<file path="src/hw/rtl/bwrm_pkg.sv">
// Shared widths, divider op codes and controller/datapath structs
// for the bucketed window rate meter. No dependencies.
package bwrm_pkg;

  localparam int W_W          = 12;  // window length register
  localparam int ELAPSED_W    = 48;
  localparam int EVENT_W      = 16;
  localparam int RATE_W       = 48;
  localparam int CNT_W        = 32;  // bucket counter
  localparam int FRAC_W       = 16;  // Q32.16 fraction bits
  localparam int BLEN_W       = 41;  // bucket length in ns, worst case 4095e9/2
  localparam int RCP_SH       = 24;  // reciprocal shift for leftover ns per bucket
  localparam int DIV_DW       = ELAPSED_W + 1;  // residue + elapsed
  localparam int IN_TDATA_W   = 64;
  localparam int OUT_TDATA_W  = 48;
  localparam int DEF_NUM_BUCKETS = 25;

  localparam logic [29:0] NS_PER_SEC = 30'd1000000000;

  // Shared divider operations
  localparam logic [1:0] DIV_OP_BUMP = 2'd1;  // residue / bucket length
  localparam logic [1:0] DIV_OP_AVG  = 2'd2;  // count.16 / window seconds

  typedef struct packed {
    logic       load_in;
    logic       mul;
    logic       div_start;
    logic [1:0] div_sel;
    logic       blen_load;
    logic       bump_load;
    logic       ring;
    logic       avg_load;
    logic       apply;
    logic       out_load;
  } bwrm_cmd_t;

  typedef struct packed {
    logic div_done;
    logic started;
    logic need_avg;
    logic out_stall;
  } bwrm_sts_t;

endpackage

</file>
<file path="src/hw/rtl/bwrm_div.sv">
// Restoring divider, one quotient bit per cycle, MSB first.
// Uses bwrm_pkg for default widths.
module bwrm_div import bwrm_pkg::*; #(
  parameter int DW = DIV_DW,
  parameter int VW = BLEN_W
) (
  input  logic          clk,
  input  logic          rst_n,
  input  logic          start_i,
  input  logic [DW-1:0] dividend_i,
  input  logic [VW-1:0] divisor_i,
  output logic          step_o,
  output logic          qbit_o,
  output logic          done_o,
  output logic [DW-1:0] quotient_o,
  output logic [VW-1:0] remainder_o
);

  localparam int CW = $clog2(DW);

  logic          busy_r, busy_nxt;
  logic          done_r, done_nxt;
  logic [CW-1:0] cnt_r, cnt_nxt;
  logic [DW-1:0] dvd_r, dvd_nxt;
  logic [DW-1:0] quo_r, quo_nxt;
  logic [VW-1:0] rem_r, rem_nxt;
  logic [VW-1:0] dsr_r, dsr_nxt;
  logic [VW:0]   trial;
  logic [VW:0]   diff;
  logic          ge;

  // One trial subtraction per cycle
  always_comb begin
    trial = {rem_r, dvd_r[DW-1]};
    diff  = trial - {1'b0, dsr_r};
    ge    = (trial >= {1'b0, dsr_r});
  end

  always_comb begin
    busy_nxt = busy_r;
    done_nxt = 1'b0;
    cnt_nxt  = cnt_r;
    dvd_nxt  = dvd_r;
    quo_nxt  = quo_r;
    rem_nxt  = rem_r;
    dsr_nxt  = dsr_r;
    if (start_i) begin
      busy_nxt = 1'b1;
      cnt_nxt  = CW'(DW - 1);
      dvd_nxt  = dividend_i;
      quo_nxt  = '0;
      rem_nxt  = '0;
      dsr_nxt  = divisor_i;
    end else if (busy_r) begin
      dvd_nxt = {dvd_r[DW-2:0], 1'b0};
      quo_nxt = {quo_r[DW-2:0], ge};
      rem_nxt = ge ? diff[VW-1:0] : trial[VW-1:0];
      cnt_nxt = cnt_r - CW'(1);
      if (cnt_r == '0) begin
        busy_nxt = 1'b0;
        done_nxt = 1'b1;
      end
    end
  end

  always_ff @(posedge clk) begin
    if (!rst_n) begin
      busy_r <= 1'b0;
      done_r <= 1'b0;
    end else begin
      busy_r <= busy_nxt;
      done_r <= done_nxt;
    end
  end

  always_ff @(posedge clk) begin
    cnt_r <= cnt_nxt;
    dvd_r <= dvd_nxt;
    quo_r <= quo_nxt;
    rem_r <= rem_nxt;
    dsr_r <= dsr_nxt;
  end

  assign step_o      = busy_r;
  assign qbit_o      = ge;
  assign done_o      = done_r;
  assign quotient_o  = quo_r;
  assign remainder_o = rem_r;

endmodule

</file>
<file path="src/hw/rtl/bwrm_dp.sv">
// Datapath of the rate meter: bucket ring, time residue, average and
// output register. Uses bwrm_pkg and instantiates bwrm_div.
module bwrm_dp import bwrm_pkg::*; #(
  parameter int NUM_BUCKETS = DEF_NUM_BUCKETS
) (
  input  logic                   clk,
  input  logic                   rst_n,
  input  bwrm_cmd_t              cmd_i,
  output bwrm_sts_t              sts_o,
  input  logic                   cfg_valid,
  input  logic [W_W-1:0]         cfg_data,
  input  logic                   in_func,
  input  logic [ELAPSED_W-1:0]   in_elapsed,
  input  logic [EVENT_W-1:0]     in_events,
  output logic                   out_tvalid,
  input  logic                   out_tready,
  output logic [OUT_TDATA_W-1:0] out_tdata,
  output logic                   out_tuser
);

  localparam int IDX_W = $clog2(NUM_BUCKETS);
  localparam int KW    = $clog2(NUM_BUCKETS + 2);
  localparam int FR_W  = W_W + IDX_W;
  // ns per bucket for a one-second window: whole part and leftover
  localparam int BQ_NS = int'(NS_PER_SEC) / NUM_BUCKETS;
  localparam int BR_NS = int'(NS_PER_SEC) % NUM_BUCKETS;
  // ceil(2^RCP_SH / N), exact for the leftover product range
  localparam int RCP   = ((1 << RCP_SH) + NUM_BUCKETS - 1) / NUM_BUCKETS;

  // Registers
  logic [W_W-1:0]       window_r;
  logic                 func_r;
  logic [ELAPSED_W-1:0] elapsed_r;
  logic [EVENT_W-1:0]   events_r;
  logic [BLEN_W-1:0]    bwhole_r;
  logic [FR_W-1:0]      bfrac_r;
  logic [BLEN_W-1:0]    blen_r;
  logic [BLEN_W-1:0]    residue_r;
  logic [1:0]           op_r;
  logic [IDX_W-1:0]     qmod_r, qmod_nxt;
  logic [KW-1:0]        qsat_r, qsat_nxt;
  logic                 adv_r;
  logic [IDX_W-1:0]     oldest_r, oldest_nxt;
  logic [CNT_W-1:0]     counts_r [NUM_BUCKETS];
  logic [CNT_W-1:0]     counts_nxt [NUM_BUCKETS];
  logic [RATE_W-1:0]    avg_num_r;
  logic [RATE_W-1:0]    average_r;
  logic                 started_r;
  logic                 out_valid_r;
  logic [RATE_W-1:0]    out_rate_r;
  logic                 out_adv_r;

  // Combinational
  logic [W_W-1:0]    eff_w;
  logic [FR_W+RCP_SH-1:0] bfrac_prod;
  logic [BLEN_W-1:0] blen_calc;
  logic [DIV_DW-1:0] div_dividend;
  logic [BLEN_W-1:0] div_divisor;
  logic              div_step, div_qbit, div_done;
  logic [DIV_DW-1:0] div_quo;
  logic [BLEN_W-1:0] div_rem;
  logic [IDX_W:0]    qm2;
  logic [KW:0]       qs2;
  logic [KW:0]       last_sum;
  logic [KW:0]       last_red;
  logic [IDX_W-1:0]  last_idx;
  logic [IDX_W:0]    old_sum;
  logic              need_avg;

  // A zero window counts as one second
  assign eff_w = (window_r == '0) ? W_W'(1) : window_r;

  // Bucket length: whole part plus leftover ns split by reciprocal multiply
  assign bfrac_prod = (FR_W+RCP_SH)'(bfrac_r) * (FR_W+RCP_SH)'(RCP);
  assign blen_calc  = bwhole_r + BLEN_W'(bfrac_prod[FR_W+RCP_SH-1:RCP_SH]);

  // Operand select for the shared divider
  always_comb begin
    case (cmd_i.div_sel)
      DIV_OP_BUMP: begin
        div_dividend = DIV_DW'(residue_r) + DIV_DW'(elapsed_r);
        div_divisor  = blen_r;
      end
      DIV_OP_AVG: begin
        div_dividend = DIV_DW'(avg_num_r);
        div_divisor  = BLEN_W'(eff_w);
      end
      default: begin
        div_dividend = '0;
        div_divisor  = BLEN_W'(1);
      end
    endcase
  end

  bwrm_div #(
    .DW (DIV_DW),
    .VW (BLEN_W)
  ) u_div (
    .clk         (clk),
    .rst_n       (rst_n),
    .start_i     (cmd_i.div_start),
    .dividend_i  (div_dividend),
    .divisor_i   (div_divisor),
    .step_o      (div_step),
    .qbit_o      (div_qbit),
    .done_o      (div_done),
    .quotient_o  (div_quo),
    .remainder_o (div_rem)
  );

  // Bump count tracking: quotient mod N and quotient clamped to N+1
  always_comb begin
    qm2      = {qmod_r, div_qbit};
    qs2      = {qsat_r, div_qbit};
    qmod_nxt = qmod_r;
    qsat_nxt = qsat_r;
    if (cmd_i.div_start && cmd_i.div_sel == DIV_OP_BUMP) begin
      qmod_nxt = '0;
      qsat_nxt = '0;
    end else if (div_step && op_r == DIV_OP_BUMP) begin
      qmod_nxt = (qm2 >= (IDX_W+1)'(NUM_BUCKETS))
               ? IDX_W'(qm2 - (IDX_W+1)'(NUM_BUCKETS)) : qm2[IDX_W-1:0];
      qsat_nxt = (qs2 > (KW+1)'(NUM_BUCKETS + 1)) ? KW'(NUM_BUCKETS + 1) : qs2[KW-1:0];
    end
  end

  // Bucket read by the last bump, and the new ring position
  always_comb begin
    last_sum = (KW+1)'(oldest_r) + ((qsat_r == '0) ? '0 : (KW+1)'(qsat_r - KW'(1)));
    last_red = (last_sum >= (KW+1)'(NUM_BUCKETS)) ? last_sum - (KW+1)'(NUM_BUCKETS)
                                                  : last_sum;
    last_idx = last_red[IDX_W-1:0];
    old_sum  = (IDX_W+1)'(oldest_r) + (IDX_W+1)'(qmod_r);
    oldest_nxt = (old_sum >= (IDX_W+1)'(NUM_BUCKETS))
               ? IDX_W'(old_sum - (IDX_W+1)'(NUM_BUCKETS)) : old_sum[IDX_W-1:0];
    need_avg = (qsat_r != '0) && (qsat_r <= KW'(NUM_BUCKETS));
  end

  // Per-bucket update: clear on bumps, saturating add of events
  always_comb begin
    logic [KW-1:0]  off;
    logic [CNT_W:0] sum;
    for (int b = 0; b < NUM_BUCKETS; b++) begin
      counts_nxt[b] = counts_r[b];
      off = (IDX_W'(b) >= oldest_r) ? KW'(b) - KW'(oldest_r)
                                    : KW'(b) + KW'(NUM_BUCKETS) - KW'(oldest_r);
      sum = {1'b0, counts_r[b]} + (CNT_W+1)'(events_r);
      if (cmd_i.ring && off < qsat_r) begin
        counts_nxt[b] = '0;
      end else if (cmd_i.apply && func_r) begin
        counts_nxt[b] = sum[CNT_W] ? '1 : sum[CNT_W-1:0];
      end
    end
  end

  // Control-like state with reset
  always_ff @(posedge clk) begin
    if (!rst_n) begin
      window_r    <= W_W'(1);
      residue_r   <= '0;
      oldest_r    <= '0;
      average_r   <= '0;
      started_r   <= 1'b0;
      out_valid_r <= 1'b0;
      for (int b = 0; b < NUM_BUCKETS; b++) begin
        counts_r[b] <= '0;
      end
    end else begin
      if (cfg_valid) begin
        window_r <= cfg_data;
      end
      if (cmd_i.bump_load) begin
        residue_r <= div_rem;
      end
      if (cmd_i.ring) begin
        oldest_r <= oldest_nxt;
        if (qsat_r == KW'(NUM_BUCKETS + 1)) begin
          average_r <= '0;
        end
      end
      if (cmd_i.avg_load) begin
        average_r <= div_quo[RATE_W-1:0];
      end
      if (cmd_i.apply) begin
        started_r <= 1'b1;
      end
      if (cmd_i.out_load) begin
        out_valid_r <= 1'b1;
      end else if (out_tready) begin
        out_valid_r <= 1'b0;
      end
      for (int b = 0; b < NUM_BUCKETS; b++) begin
        counts_r[b] <= counts_nxt[b];
      end
    end
  end

  // Payload registers
  always_ff @(posedge clk) begin
    qmod_r <= qmod_nxt;
    qsat_r <= qsat_nxt;
    if (cmd_i.load_in) begin
      func_r    <= in_func;
      elapsed_r <= in_elapsed;
      events_r  <= in_events;
      adv_r     <= 1'b0;
    end else if (cmd_i.ring) begin
      adv_r <= (qsat_r != '0);
    end
    if (cmd_i.mul) begin
      bwhole_r <= BLEN_W'(eff_w) * BLEN_W'(BQ_NS);
      bfrac_r  <= FR_W'(eff_w) * FR_W'(BR_NS);
    end
    if (cmd_i.div_start) begin
      op_r <= cmd_i.div_sel;
    end
    if (cmd_i.blen_load) begin
      blen_r <= blen_calc;
    end
    if (cmd_i.ring) begin
      avg_num_r <= {counts_r[last_idx], FRAC_W'(0)};
    end
    if (cmd_i.out_load) begin
      out_rate_r <= average_r;
      out_adv_r  <= adv_r;
    end
  end

  always_comb begin
    sts_o.div_done  = div_done;
    sts_o.started   = started_r;
    sts_o.need_avg  = need_avg;
    sts_o.out_stall = out_valid_r && !out_tready;
  end

  assign out_tvalid = out_valid_r;
  assign out_tdata  = out_rate_r;
  assign out_tuser  = out_adv_r;

endmodule

</file>
<file path="src/hw/rtl/bwrm_ctrl.sv">
// Sequencer of the rate meter: steps one request through the shared
// divider and the bucket updates. Uses bwrm_pkg.
module bwrm_ctrl import bwrm_pkg::*; (
  input  logic      clk,
  input  logic      rst_n,
  input  logic      in_tvalid,
  output logic      in_tready,
  input  bwrm_sts_t sts_i,
  output bwrm_cmd_t cmd_o
);

  localparam logic [3:0] ST_IDLE      = 4'd0;
  localparam logic [3:0] ST_MUL       = 4'd1;
  localparam logic [3:0] ST_BLEN      = 4'd2;
  localparam logic [3:0] ST_BUMP_GO   = 4'd4;
  localparam logic [3:0] ST_BUMP_WAIT = 4'd5;
  localparam logic [3:0] ST_RING      = 4'd6;
  localparam logic [3:0] ST_AVG_GO    = 4'd7;
  localparam logic [3:0] ST_AVG_WAIT  = 4'd8;
  localparam logic [3:0] ST_APPLY     = 4'd9;
  localparam logic [3:0] ST_OUT       = 4'd10;

  logic [3:0] state_r, state_nxt;

  // Next state and commands
  always_comb begin
    state_nxt = state_r;
    cmd_o     = '0;
    case (state_r)
      ST_IDLE: begin
        if (in_tvalid) begin
          cmd_o.load_in = 1'b1;
          state_nxt     = sts_i.started ? ST_MUL : ST_APPLY;
        end
      end
      ST_MUL: begin
        cmd_o.mul = 1'b1;
        state_nxt = ST_BLEN;
      end
      ST_BLEN: begin
        cmd_o.blen_load = 1'b1;
        state_nxt       = ST_BUMP_GO;
      end
      ST_BUMP_GO: begin
        cmd_o.div_start = 1'b1;
        cmd_o.div_sel   = DIV_OP_BUMP;
        state_nxt       = ST_BUMP_WAIT;
      end
      ST_BUMP_WAIT: begin
        if (sts_i.div_done) begin
          cmd_o.bump_load = 1'b1;
          state_nxt       = ST_RING;
        end
      end
      ST_RING: begin
        cmd_o.ring = 1'b1;
        state_nxt  = sts_i.need_avg ? ST_AVG_GO : ST_APPLY;
      end
      ST_AVG_GO: begin
        cmd_o.div_start = 1'b1;
        cmd_o.div_sel   = DIV_OP_AVG;
        state_nxt       = ST_AVG_WAIT;
      end
      ST_AVG_WAIT: begin
        if (sts_i.div_done) begin
          cmd_o.avg_load = 1'b1;
          state_nxt      = ST_APPLY;
        end
      end
      ST_APPLY: begin
        cmd_o.apply = 1'b1;
        state_nxt   = ST_OUT;
      end
      ST_OUT: begin
        // wait for the output register to free up
        if (!sts_i.out_stall) begin
          cmd_o.out_load = 1'b1;
          state_nxt      = ST_IDLE;
        end
      end
      default: begin
        state_nxt = ST_IDLE;
      end
    endcase
  end

  always_ff @(posedge clk) begin
    if (!rst_n) begin
      state_r <= ST_IDLE;
    end else begin
      state_r <= state_nxt;
    end
  end

  assign in_tready = (state_r == ST_IDLE);

endmodule

</file>
<file path="src/hw/rtl/bucketed_window_rate_meter_unit.sv">
// Bucketed sliding-window event rate meter, top level.
// Uses bwrm_pkg; instantiates bwrm_ctrl and bwrm_dp.
//
// Channels: in_* carries one request (tdata: elapsed_ns, event_count;
// tuser: func). out_* returns one result per request (tdata: rate in
// unsigned Q32.16 events per second; tuser: buckets_advanced).
// cfg_* writes window_seconds; cfg_ready is always high. Write it only
// while no request is in flight.
// Sequence: the first request after reset skips the bucket update and goes
// straight to apply and output. Later requests compute the bucket length in
// the MUL and BLEN states and run the shared 49-step restoring divider once
// for the bump count, plus a second time for the average when the last bump
// reads a live bucket. One request is processed at a time; a new request is
// accepted only once the sequencer is back in idle.
// Reset clears all buckets, the ring index, the residue and the average,
// and sets window_seconds to 1; no clearing pass is needed.
// Stall: the result sits in an output register. A new request is accepted
// while it waits, and that request's result waits in the sequencer until
// out_tready frees the register.
module bucketed_window_rate_meter_unit import bwrm_pkg::*; #(
  parameter int NUM_BUCKETS = DEF_NUM_BUCKETS
) (
  input  logic                   clk,
  input  logic                   rst_n,
  // configuration write
  input  logic                   cfg_valid,
  output logic                   cfg_ready,
  input  logic [W_W-1:0]         cfg_data,    // window_seconds
  // request channel
  input  logic                   in_tvalid,
  output logic                   in_tready,
  input  logic [IN_TDATA_W-1:0]  in_tdata,    // [47:0] elapsed_ns, [63:48] event_count
  input  logic                   in_tuser,    // [0] func
  // result channel
  output logic                   out_tvalid,
  input  logic                   out_tready,
  output logic [OUT_TDATA_W-1:0] out_tdata,   // [47:0] rate
  output logic                   out_tuser    // [0] buckets_advanced
);

  bwrm_cmd_t cmd;
  bwrm_sts_t sts;

  assign cfg_ready = 1'b1;

  bwrm_ctrl u_ctrl (
    .clk       (clk),
    .rst_n     (rst_n),
    .in_tvalid (in_tvalid),
    .in_tready (in_tready),
    .sts_i     (sts),
    .cmd_o     (cmd)
  );

  bwrm_dp #(
    .NUM_BUCKETS (NUM_BUCKETS)
  ) u_dp (
    .clk        (clk),
    .rst_n      (rst_n),
    .cmd_i      (cmd),
    .sts_o      (sts),
    .cfg_valid  (cfg_valid),
    .cfg_data   (cfg_data),
    .in_func    (in_tuser),
    .in_elapsed (in_tdata[ELAPSED_W-1:0]),
    .in_events  (in_tdata[ELAPSED_W+EVENT_W-1:ELAPSED_W]),
    .out_tvalid (out_tvalid),
    .out_tready (out_tready),
    .out_tdata  (out_tdata),
    .out_tuser  (out_tuser)
  );

endmodule

</file>
<file path="config.mk">
export PLATFORM = sky130hd
export DESIGN_NAME = bucketed_window_rate_meter_unit
export DESIGN_NICKNAME = d
export VERILOG_FILES = /design/src/hw/rtl/bwrm_pkg.sv /design/src/hw/rtl/bwrm_div.sv /design/src/hw/rtl/bwrm_dp.sv /design/src/hw/rtl/bwrm_ctrl.sv /design/src/hw/rtl/bucketed_window_rate_meter_unit.sv
export SDC_FILE = /design/constraint.sdc
export NUM_CORES = 2
export LEC_CHECK = 0
export ABC_AREA = 1
export BUFFER_PORTS_ARGS = -buffer_cell sky130_fd_sc_hd__buf_2
export CAP_MARGIN = 0
export CORE_ASPECT_RATIO = 1.75
export CORE_UTILIZATION = 45
export DETAILED_ROUTE_END_ITERATION = 6
export GPL_TIMING_DRIVEN = 1
export PLACE_DENSITY = 0.68
export SETUP_SLACK_MARGIN = 0.2
export SLEW_MARGIN = 20
export SYNTH_ARGS = -nofsm -noshare
export SYNTH_HDL_FRONTEND = slang
export SYNTH_HIERARCHICAL = 1
export SYNTH_SLANG_ARGS = --single-unit
</file>
<file path="constraint.sdc">
create_clock -name clk -period 6.2 [get_ports clk]
set_input_delay 0.31 -clock clk [delete_from_list [all_inputs] [get_ports clk]]
set_output_delay 0.31 -clock clk [all_outputs]
set_load 0.005 [all_outputs]
</file>
# After elaboration in Yosys (flattened, before gate mapping)
# Memory sizes are Yosys's and may differ from the RTL's. A register that Yosys moved wholly into a read port is not among the register bits.
# Cells that the tools add are included.
# totals
n_memories	1
ff_bits	484
ramBits	800
out_inout_bits	52
# mem_list
memory	words	word_bits	read_ports	rd_clocked_by_memory_dff	write_ports	line	source
u_dp.counts_r	25	32	26	1	25	bwrm_dp.sv:44	logic [CNT_W-1:0] counts_r [NUM_BUCKETS];
# op_classes
n_bitwise	27
n_reduce_logical	43
mul	1
eq_ne	17
mux	166
add_sub_neg	66
n_lt_le_gt_ge	56
# op_table
cell	count
$mux 32	100
$add 32x16->33	25
$mux 5	29
$mux 48	3
$lt 5x5->1	25
$mux 49	2
$pmux 49 s2	1
$sub 5x5->5 const A	16
$pmux 38 s2	1
$add 41x48->49	1
$ge 5x5->1 const A	9
$ge 42x41->1	1
$mux 41	1
$sub 41x41->41	1
$ge 4x5->1 const A	8
$pmux 4 s10	1
$sub 4x5->5 const A	8
$logic_and 1x1->1	30
$mul 12x17->29 const B	1
$or 1x1->1	25
$mux 4	6
$ge 3x5->1 const A	4
$sub 3x5->5 const A	4
$mux 1	19
other kinds (35)	55

# Logic depth before layout (Yosys ltp)
# logic_depth
depth_word	6
mapped_depth	27
mapped_depth_nobuf	25

# Hierarchy
# The synthesis kept the hierarchy.
# modules_own_cells
module	seq_area_each_um2	cells_each	area_each_um2	n_inst
bwrm_dp	24583.6	13217	87988.1	1
bwrm_div	4664.5	1425	10334.9	1
bwrm_ctrl	80.1	64	386.6	1
bucketed_window_rate_meter_unit	0.0	2	11.3	1

# Least setup slack after synthesis
# OpenSTA, ideal clock, no wires.
# synth_path
kind	reg-to-reg
startpoint	reg u_ctrl.state_r[1]
endpoint	reg u_dp.out_rate_r[0], in the netlist u_dp/out_tdata[0] (enable)
synth_period_minus_slack_ns	5.864
path_buffers	0
stages_incl_launch_ff	3
setup_slack_ns	0.336
arrival_ns	5.284
required_ns	5.620
path_cell_list	dfxtp_1 > nand2_2 > nor4_1
# synth_lines
element	line	source
from (decl)	bwrm_ctrl.sv:23	logic [3:0] state_r, state_nxt;
from (signal assigned)	bwrm_ctrl.sv:91	state_r <= state_nxt;
to (signal assigned)	bwrm_dp.sv:224	out_rate_r <= average_r;
to (decl)	bwrm_dp.sv:50	logic [RATE_W-1:0] out_rate_r;

# Worst setup path after layout
# layout_path
startpoint	reg u_dp.window_r[5]
endpoint	reg u_dp.bwhole_r[35], data pin
# layout_between
elab_chain_cells	3
# layout_lines
element	line	source
from (decl)	bwrm_dp.sv:31	logic [W_W-1:0] window_r;
from (signal assigned)	bwrm_dp.sv:170	window_r <= cfg_data;
$logic_not 12->1	bwrm_dp.sv:71	assign eff_w = (window_r == '0) ? W_W'(1) : window_r;
$mux 12 *	bwrm_dp.sv:71	
$mul 12x17->29 *	bwrm_dp.sv:211	bwhole_r <= BLEN_W'(eff_w) * BLEN_W'(BQ_NS);
to (signal assigned)	bwrm_dp.sv:211	
to (decl)	bwrm_dp.sv:35	logic [BLEN_W-1:0] bwhole_r;
# Mark *: on every way between the ends. The rest lies on a longest branch, timed or not.
# A chain may end at the register's enable or synchronous reset.

==> impl_metrics.py <==
metrics = {
    "power": {
        "leakage_nw": 49.8,
        "power_density_mw_per_mm2": 413,
        "irDropWorstVdd_uv": 699,
    },
    "clock_network": {
        "cts_setup_buffers": 0,
        "clkLatencyLatePin_ns": 0.86,
        "cts_made_buffers": 147,
        "clkSlewWorstSetupHoldPaths_ns": 0.07,
        "cts_max_path_buffers": 4,
        "cts_tree": "yes",
        "cts_max_level": 4,
        "cts_sinks": 1316,
        "root_buffer": "clkbuf_16",
    },
    "layout": {
        "layout_commonest_cell": "nand2_1",
        "final_cell_mix": "nand2_1, inv_1, nand3_1, a21oi_1, dfxtp_1",
        "final_net_count": 15652,
        "fin_area_mm2": 0.108,
        "drive_gt1_frac": 0.0463,
        "fin_cells": 17743,
        "area_delta_synth_final_pct": 9.64,
    },
    "placed_design": {
        "dp_hpwl_mm": 276,
        "io_buffer_count": 132,
        "dp_cells": 17386,
        "routabilityCongestion": 1.03,
        "postPlaceCellArea_mm2": 0.102,
    },
    "worst_setup_path": {
        "rr_worst_depth": 21,
        "crit_required_ns": 6.77,
        "end_kind": "register",
        "critPathKind": "register to register",
        "critPathTopFamily": "adder cells",
        "path_common_cell": "ha_1",
        "crit_chain": "inv_1 > ha_1 > nand4_1 > nor4_2 > buf_4 > nor2_1 > buf_4 > ha_1 > xor2_1 > ha_1 > a21o_1 > fa_1 > fa_1 > fa_1 > ha_1 > nand2_1 > nor4_1 > nand4_1 > nand3_1 > a31oi_1 > xor2_1",
        "max_stage_delay_ns": 0.54,
        "cp.depth": 21,
        "start_kind": "register",
        "arrival_ns": 6.30,
        "slowest_stage": "fa_1",
        "cp_max_fo": 12,
        "crit_buf_inv": 3,
    },
    "grt": {
        "grt_pass1_wl_mm": 559,
        "met1_usage": 0.326,
        "grt_usage": 0.325,
        "grt_pass1_vias": 98278,
        "antenna_found_initial": 13,
        "grt_util_met3": 0.0470,
        "grt_max_degree": 98,
        "grt_use_met2": 0.565,
        "busiest_layer": "met2",
        "grt-ovfl-total": 0,
    },
    "floorplanning": {
        "core_area_mm2": 0.218,
        "die_h_um": 622,
        "pin_count": 134,
        "die_x_um": 356,
        "start_util": 0.452,
        "core.rowCount": 227,
        "die_area_mm2": 0.221,
    },
    "min_path": {
        "hold_path_depth": 2,
        "hold_path.class": "input pin to register",
    },
    "drt": {
        "ant_nets": 0,
        "drc_errors": 63,
        "vias_per_cell": 5.66,
        "post_drt_wl_per_cell_um": 20.8,
        "routed_wl_mm": 370,
        "dr.pass1.iters": 7,
        "drtIter0Drc": 7652,
        "num_vias": 100495,
    },
    "job": {
        "cap_violations": 0,
    },
    "synth": {
        "postSynthCellCount": 14705,
        "postSynthAreaPerCell_um2": 6.71,
        "synth_area_mm2": 0.0987,
        "ys_warn_count": 6,
    },
    "timing": {
        "drv_slew": 0,
        "fmax_mhz": 174,
        "max_slew_margin": 0.279,
        "fin_crit_ns": 5.74,
        "worst_pin_slew_ns": 1.08,
        "rsz0062_at_grt": "false",
        "clock_skew_ns": 0.0643,
        "tns_ns": 0,
        "setup_violations": 0,
        "hold_violations": 0,
        "fin_crit_sh": 0.925,
    },
    "run_status": {
        "failed_checks": "design-rule violations",
        "status": "finished with violations",
    },
}
-- sequential cells by signal (all words and copies together), names as in the netlist, 2 cells and up --
register                flops
u_dp/events_r              16
u_dp/op_r                   2
u_dp/bwhole_r              29
u_dp/qsat_r                 5
u_dp/window_r              12
u_dp/u_div/dsr_r           41
u_dp/qmod_r                 5
u_dp/counts_r             800
u_dp/u_div/remainder_o     41
u_dp/average_r             48
u_dp/oldest_r               5
u_dp/elapsed_r             48
u_ctrl/state_r              4
u_dp/avg_num_r             32
u_dp/u_div/dvd_r           49
u_dp/residue_r             41
u_dp/out_tdata             48
u_dp/u_div/quotient_o      48
u_dp/blen_r                29
u_dp/u_div/cnt_r            6
-- power breakdown --
group          leakage, nW  switching [W]  internal [W]
logic                 36.4         0.0182       0.00678
clock network         2.36        0.00390       0.00526
registers             11.0       0.000576       0.00990
-- path summary, 6_finish.rpt --
| check | slack, ns | end | from |
|---|---|---|---|
| worst max-delay path | 0.46 | u_dp/bwhole_r[35] | u_dp/window_r[5] |
| worst min-delay path | 0.17 | u_dp/elapsed_r[18] | in_tdata[18] |
| worst max register to register | 0.46 | u_dp/bwhole_r[35] | u_dp/window_r[5] |
| worst min register to register | 0.39 | u_dp/out_tdata[33] | u_dp/average_r[33] |
-- per-stage QoR --
step	hold slack [ns]	total power (W)	utilization	setup slack (ns)
global placement	0.401	0.0342	0.469	0.442
floorplan	0.400	0.0254	-	0.336
global route	0.166	0.0468	0.496	0.210
detailed placement	0.405	0.0344	0.469	0.433
CTS	0.131	0.0437	0.496	0.378
finish	0.169	0.0447	0.496	0.464
-- what timing repair did --
item / CTS / global route
gates resized for setup: 0 / 2
hold buffers: 96 / 0
endpoints found under the hold margin: 89 / 0
endpoints found under the setup margin: 0 / 3
-- cell type report --
class / instances / area, µm²
repair buffers: 409 / 3330
well taps: 2862 / 3580
multi-input cells: 10892 / 59600
flip-flops and latches: 1316 / 29300
inverters: 2003 / 7530
clock inverters: 61 / 706
clock buffers: 191 / 4110
diodes: 9 / 22.5
fillers: 22330 / 110000
-- per-layer routing --
metal  vias up  share of wire
li1      49038              -
met1     46505           0.35
met2      3482           0.48
met3      1456          0.054
met4        14           0.12
met5         -        0.00024
Note: power is estimated with default switching activity, not from simulation.
